$ cat config.mk
export PLATFORM = sky130hd
export DESIGN_NAME = uoi_ctrl
export DESIGN_NICKNAME = d
export VERILOG_FILES = /design/src/unicycle_odometry_integrator_macros.svh /design/src/uoi_pkg.sv /design/src/uoi_ctrl.sv
export SDC_FILE = /design/constraint.sdc
export NUM_CORES = 1
export LEC_CHECK = 0
export BUFFER_PORTS_ARGS = -buffer_cell sky130_fd_sc_hd__buf_2
export CELL_PAD_IN_SITES_DETAIL_PLACEMENT = 0
export CELL_PAD_IN_SITES_GLOBAL_PLACEMENT = 1
export CORE_MARGIN = 3
export CORE_UTILIZATION = 33
export DETAILED_ROUTE_END_ITERATION = 10
export PLACE_DENSITY = 0.76
export RECOVER_POWER = 25
export SYNTH_ARGS = -nofsm -noshare
export SYNTH_HDL_FRONTEND = slang
export SYNTH_SLANG_ARGS = --single-unit
$ cat constraint.sdc
create_clock -name clk -period 1.8 [get_ports clk]
set_clock_uncertainty 0.15 [all_clocks]
set_input_delay 0.27 -clock clk [delete_from_list [all_inputs] [get_ports clk]]
set_output_delay 0.27 -clock clk [all_outputs]
set_load 0.02 [all_outputs]
$ cat src/unicycle_odometry_integrator_macros.svh
// Assertion macros for the unicycle odometry integrator.
// Define ASSERT_OFF to compile the checks out.
`ifndef UNICYCLE_ODOMETRY_INTEGRATOR_MACROS_SVH
`define UNICYCLE_ODOMETRY_INTEGRATOR_MACROS_SVH
`ifndef ASSERT_OFF
`define ASSERT_IMPLIES(label, clk, rst, a, b) \
  label: assert property (@(posedge clk) disable iff (rst) (a) |-> (b)) else $error("fail");
`define ASSERT_NEXT(label, clk, rst, a, b) \
  label: assert property (@(posedge clk) disable iff (rst) (a) |=> (b)) else $error("fail");
`else
`define ASSERT_IMPLIES(label, clk, rst, a, b)
`define ASSERT_NEXT(label, clk, rst, a, b)
`endif
`endif

$ cat src/uoi_pkg.sv
// Types and constants for the unicycle odometry integrator.
// No dependencies.
package uoi_pkg;
  localparam int AngW = 28;
  localparam int CrdW = 28;
  localparam logic signed [15:0] PiQ13 = 16'sd25736;
  localparam logic signed [AngW-1:0] AngPi = 28'sd52707179;
  localparam logic signed [AngW-1:0] AngHalfPi = 28'sd26353589;
  localparam logic signed [CrdW-1:0] CordicGain = 28'sd10188014;
  localparam int TableLen = 24;

  localparam logic [7:0] RegTimeStep = 8'd0;
  localparam logic [7:0] RegFilterGain = 8'd1;

  function automatic logic signed [AngW-1:0] atan_entry(input logic [4:0] i);
    case (i)
      5'd0: atan_entry = 28'sd13176795;
      5'd1: atan_entry = 28'sd7778716;
      5'd2: atan_entry = 28'sd4110060;
      5'd3: atan_entry = 28'sd2086331;
      5'd4: atan_entry = 28'sd1047214;
      5'd5: atan_entry = 28'sd524117;
      5'd6: atan_entry = 28'sd262123;
      5'd7: atan_entry = 28'sd131069;
      default: atan_entry = (i < 5'd24) ? (28'sd1 <<< (5'd24 - i)) : 28'sd0;
    endcase
  endfunction

  typedef enum logic [6:0] {
    S_IDLE  = 7'b0000001,
    S_HEAD  = 7'b0000010,
    S_CORD  = 7'b0000100,
    S_POS   = 7'b0001000,
    S_CORD2 = 7'b0010000,
    S_FIN   = 7'b0100000,
    S_OUT   = 7'b1000000
  } state_t;

  typedef struct packed {
    logic load;
    logic head;
    logic cord_init;
    logic cord_half;
    logic cord_step;
    logic pos_mul;
    logic pos_add;
    logic quat;
    logic filt;
  } cmd_t;
endpackage

$ cat src/uoi_ctrl.sv
// Sequencer for the integrator: steps heading, CORDIC passes, position, output.
// Depends on uoi_pkg.
module uoi_ctrl import uoi_pkg::*; #(
  parameter int CORDIC_STEPS = 16
) (
  input  logic clk,
  input  logic rst,
  input  logic in_beat,
  input  logic out_busy,
  output logic busy,
  output logic out_load,
  output logic [4:0] iter,
  output cmd_t cmd
);
  localparam int Steps = (CORDIC_STEPS < TableLen) ? CORDIC_STEPS : TableLen;
  state_t state, state_next;
  logic [4:0] iter_next;
  logic [1:0] sub, sub_next;

  always_ff @(posedge clk) begin
    if (rst) begin
      state <= S_IDLE;
      iter <= '0;
      sub <= '0;
    end else begin
      state <= state_next;
      iter <= iter_next;
      sub <= sub_next;
    end
  end

  always_comb begin
    state_next = state;
    iter_next = iter;
    sub_next = sub;
    cmd = '0;
    out_load = 1'b0;
    busy = (state != S_IDLE);
    unique case (state)
      S_IDLE: begin
        cmd.load = in_beat;
        if (in_beat) state_next = S_HEAD;
      end
      S_HEAD: begin
        cmd.head = 1'b1;
        state_next = S_CORD;
        sub_next = '0;
      end
      S_CORD: begin
        if (sub == 2'd0) begin
          cmd.cord_init = 1'b1;
          sub_next = 2'd1;
          iter_next = '0;
        end else begin
          cmd.cord_step = 1'b1;
          iter_next = iter + 5'd1;
          if (iter == 5'(Steps - 1)) begin
            state_next = S_POS;
            sub_next = '0;
          end
        end
      end
      S_POS: begin
        if (sub == 2'd0) begin
          cmd.pos_mul = 1'b1;
          sub_next = 2'd1;
        end else begin
          cmd.pos_add = 1'b1;
          cmd.filt = 1'b1;
          sub_next = '0;
          state_next = S_CORD2;
        end
      end
      S_CORD2: begin
        if (sub == 2'd0) begin
          cmd.cord_init = 1'b1;
          cmd.cord_half = 1'b1;
          sub_next = 2'd1;
          iter_next = '0;
        end else begin
          cmd.cord_step = 1'b1;
          iter_next = iter + 5'd1;
          if (iter == 5'(Steps - 1)) state_next = S_FIN;
        end
      end
      S_FIN: begin
        cmd.quat = 1'b1;
        state_next = S_OUT;
      end
      S_OUT: begin
        if (!out_busy) begin
          out_load = 1'b1;
          state_next = S_IDLE;
        end
      end
      default: state_next = S_IDLE;
    endcase
  end
endmodule

; Yosys cells after proc, flatten, opt, wreduce, memory -nomap -nowiden
; Cells that the tools add are included.
[totals]
romBits = 0
memories = 0
ram_bits = 0
in_bits = 4
latchBits = 0
reg_bits = 14
[op_classes]
multipliers = 0
shift = 0
muxes = 27
add_sub_neg = 1
div = 0
reduce_logical = 5
bitwise = 0
n_eq_ne = 18
order_cmp = 0
[ops]
columns = op, n
row1 = two-way mux 7 bit, 7
row2 = case mux 7 bit (7 select lines), 1
row3 = != test 2 bit (second input constant), 8
row4 = two-way mux 1 bit, 11
row5 = two-way mux 2 bit, 5
row6 = case mux 2 bit (4 select lines), 1
row7 = == test 7 x 1 -> 1 bit (second input constant), 1
row8 = == test 7 x 2 -> 1 bit (second input constant), 1
row9 = == test 7 x 3 -> 1 bit (second input constant), 1
row10 = == test 7 x 4 -> 1 bit (second input constant), 1
row11 = == test 7 x 5 -> 1 bit (second input constant), 1
row12 = == test 7 x 6 -> 1 bit (second input constant), 1
row13 = == test 7 bit (second input constant), 1
row14 = != test 7 x 1 -> 1 bit (second input constant), 1
row15 = AND reduction 7 bit, 1
row16 = adder 5 x 1 -> 5 bit (second input constant), 1
row17 = == test 5 x 4 -> 1 bit (second input constant), 1
row18 = two-way mux 5 bit, 1
row19 = nonzero test 4 bit, 1
row20 = != test 3 bit (second input constant), 1
row21 = AND reduction 3 bit, 1
row22 = zero test 2 bit, 1
row23 = case mux 1 bit (2 select lines), 1
row24 = OR reduction 2 bit, 1

; Logic depth before layout (Yosys ltp)
[logic_depth]
word_depth = 4
mapped_depth = 7
ltp_nobuf = 7

; Worst setup path before layout
; No wires, ideal clock.
[synth_path]
path_type = register to output
start = register state[4]
end = output cmd[8] in the netlist's numbering
path_slack_ns = -0.472
stages_incl_launch_ff = 5
arrival_time_ns = 1.852
required_ns = 1.380
path_cell_list = dfxtp_1 > buf_6 > or4_4 > or4b_4 > nor2_1
[synth_rtl]
columns = element, line_no
row1 = "start, declared", uoi_ctrl.sv:16  ; state_t state, state_next;
row2 = "start signal, assigned", uoi_ctrl.sv:26  ; state <= state_next;
row3 = "end, declared", uoi_ctrl.sv:13  ; output cmd_t cmd

==> run_results.csv <==
group,metric,value,unit
status,status,"finished, violations left",
status,violations,"negative setup slack",
timing,worst_pin_slew,0.329,ns
pwr,peakVddDrop,0.000705,V
hold_path,min_to,"iter[0]$_SDFFE_PP0P_",
place,dp_hpwl,1630,µm
setup_path,timing.rr.end,"state[3]$_SDFFE_PP0P_",
timing,fmax,433,MHz
setup_path,critPathMaxFanout,3,
pwr,p_leak,0.000589,µW
logic_synthesis,syn_area,791,µm²
place,dp_cells,159,
detailed_routing,postRouteAntennaNets,0,
clock_network,cts_max_level,1,
clock_network,path_clk_slew,0.09,ns
global_routing,grtUsageTotal,19.9,%
setup_path,critPathRequiredTime,1.38,ns
finish,drive_gt1_share,66.0,%
setup_path,start_kind,"flip-flop",
detailed_routing,routed_wl,2770,µm
setup_path,reg2reg_from,"state[4]$_SDFFE_PP0P_",
floorplan,start_util,35.4,%
logic_synthesis,synth_cells,97,
setup_path,r2r_cells,7,
global_routing,grt_pass1_wl,4170,µm
detailed_routing,wl_met3,179,µm
detailed_routing,drt-wirelength-per-cell,15.8,µm
hold_path,worstHoldStart,"rst",
setup_path,cp.arrival,1.89,ns
timing,rsz0062_at_grt,"yes",
detailed_routing,num_vias,946,
floorplan,fp.dieH,55.0,µm
timing,fin_setup_tns,-4.47,ns
finish,final_common_cell,"buf_4",
detailed_routing,drtIter0Drc,28,
logic_synthesis,ys_ff_latch,13,
finish,final_area,0.00143,mm²
global_routing,grt_remaining_overflow,0,
job,cap_violations,0,
clock_network,cts_buffer_depth,2,
timing,hold_ws,0.186,ns
detailed_routing,top_layer_used,"met4",
global_routing,grt_pass1_vias,849,
clock_network,clk_latency,0.29,ns
timing,slew_headroom,78.0,%
detailed_routing,vias_per_cell,5.41,
global_routing,grt_max_degree,14,
place,io_buffers,19,
finish,multi_input_area,636,µm²
logic_synthesis,syn_area_per_cell,8.15,µm²
setup_path,r2r_slack,-0.26,ns
logic_synthesis,yosys_warnings,0,
floorplan,die_area,0.00302,mm²
detailed_routing,wl_met2,1330,µm
pwr,p_per_area,646,mW/mm²
clock_network,cts.sinks,13,
hold_path,worstHoldPathType,"in -> reg",
detailed_routing,drt-pass1-iter-count,4,
timing,finalSetupViolCount,21,
floorplan,coreArea,0.00223,mm²
finish,final_cell_mix,"27 x buf_4, 17 x buf_6, 8 x buf_2, 8 x dfxtp_1",
finish,final_cells,175,
place,place.gp.congestion,0.761,
detailed_routing,drt-met1-wl,1190,µm
floorplan,die_w,55.0,µm
place,dpl_worst_slack,-0.232,ns
logic_synthesis,yosysUniqueCellTypes,36,
finish,syn_to_final_growth,80.5,%
detailed_routing,drc_errors,0,
timing,min_period_over_period,128,%
global_routing,antenna_found_initial,0,
timing,maxSlewViolCount,0,
floorplan,placementRows,17,
finish,nets,154,
timing,period_needed,2.31,ns
timing,hold_viol_final,0,
clock_network,cts_buffers,3,
timing,fin_ws,-0.512,ns
logic_synthesis,synth_nets,103,
logic_synthesis,ys_seq_area_share,32.9,%
setup_path,worstSetupEndpointType,"primary output",
finish,regArea,272,µm²
finish,nFillCells,173,
clock_network,cts_tree,"built",
place,place_area,0.00109,mm²
floorplan,io_pins,20,
clock_network,cts_root_buf,"clkbuf_4",
setup_path,path_class,"reg -> out",
finish,antennaDiodeCount,0,
hold_path,whs_path_depth,2,
==> flip-flops by register name, indices dropped and copies added (netlist names) <==
register  count
iter          5
state         7
sub           1
==> cells in the mapped netlist (all sizes together) <==
cell | count | area, µm²
and4 | 1 | 8.76
xnor2 | 1 | 8.76
a211oi | 1 | 20.0
or4b | 2 | 27.5
and3 | 3 | 18.8
inv | 5 | 18.8
dfxtp | 13 | 260
nor4b | 1 | 8.76
nand2b | 1 | 6.26
a221oi | 1 | 8.76
a31oi | 2 | 12.5
buf | 4 | 31.3
a21boi | 1 | 7.51
nand3b | 1 | 7.51
or3b | 2 | 17.5
and2 | 1 | 6.26
or3 | 3 | 18.8
nor3 | 7 | 40.0
o21bai | 1 | 11.3
nor4 | 2 | 12.5
nor2 | 10 | 37.5
ha | 2 | 25.0
nand2 | 5 | 18.8
xor2 | 1 | 8.76
or4 | 2 | 18.8
o21ba | 1 | 10.0
o21ai | 4 | 20.0
a41o | 1 | 10.0
clkbuf | 3 | 11.3
nand3 | 6 | 30.0
a21oi | 8 | 40.0
nand4b | 1 | 8.76
==> worst max path at each step <==
| stage | from | to | slack (ns) | depth (start not counted) |
|---|---|---|---|---|
| after floorplan | state[4]$_SDFFE_PP0P_ | cmd[8] | -0.33 | 4 |
| after global placement | state[4]$_SDFFE_PP0P_ | cmd[7] | -0.23 | 4 |
| after detailed placement | state[4]$_SDFFE_PP0P_ | cmd[8] | -0.23 | 4 |
| after CTS | state[4]$_SDFFE_PP0P_ | cmd[7] | -0.53 | 4 |
| after global routing | state[4]$_SDFFE_PP0P_ | cmd[8] | -0.57 | 4 |
| final | state[4]$_SDFFE_PP0P_ | cmd[8] | -0.51 | 4 |
==> power by group <==
| part | total [µW] | internal [µW] | switching (µW) |
|---|---|---|---|
| Sequential | 320 | 300 | 20.4 |
| Combinational | 408 | 212 | 196 |
| Clock | 194 | 86.3 | 107 |
==> metal layers <==
layer / track usage, % / up-vias
met3: 4.56 / 7
met2: 29.5 / 39
met4: 9.72 / 0
met1: 27.0 / 445
li1: - / 455
met5: 0 / -
==> worst max-delay path, cell delays in order, from the launching register on <==
cell     delay (ns)
dfxtp_2        0.32
or4_4          0.54
or4b_4         0.53
nor2_4         0.10
buf_6          0.12
==> through the flow <==
| stage | utilization [%] | power (µW) |
|---|---|---|
| after floorplan | - | 492 |
| after global placement | 48.8 | 591 |
| after detailed placement | 48.8 | 594 |
| after CTS | 60.2 | 859 |
| after global routing | 63.9 | 965 |
| final | 63.9 | 923 |
==> timing repair <==
item / 4_1_cts / 5_1_grt
gates resized for setup: 39 / 22
endpoints found under the hold margin: 0 / 0
pin swaps: 6 / 10
hold buffers: 0 / 0
buffers inserted: 11 / 1
endpoints found under the setup margin: 20 / 22
==> cells by family (layout without fill, tap and decap cells) <==
| family | Yosys count | count (layout) | synth area share [%] |
|---|---|---|---|
| xor+xnor | 2 | 2 | 2.22 |
| simple gates | 48 | 48 | 36.2 |
| fa+ha+maj | 2 | 2 | 3.16 |
| compound gates | 20 | 20 | 17.7 |
| buf+inv | 12 | 62 | 7.75 |
| flops | 13 | 13 | 32.9 |
==> final cells by class <==
| cell class | instances | area share (%) |
|---|---|---|
| Inverter | 5 | 1.49 |
| Timing Repair Buffer | 53 | 30.7 |
| Clock buffer | 4 | 1.84 |
| Tap cell | 28 | 2.45 |
| Sequential cell | 13 | 19.0 |
| Multi-Input combinational cell | 72 | 44.5 |
(Power assumes the default switching activity.)
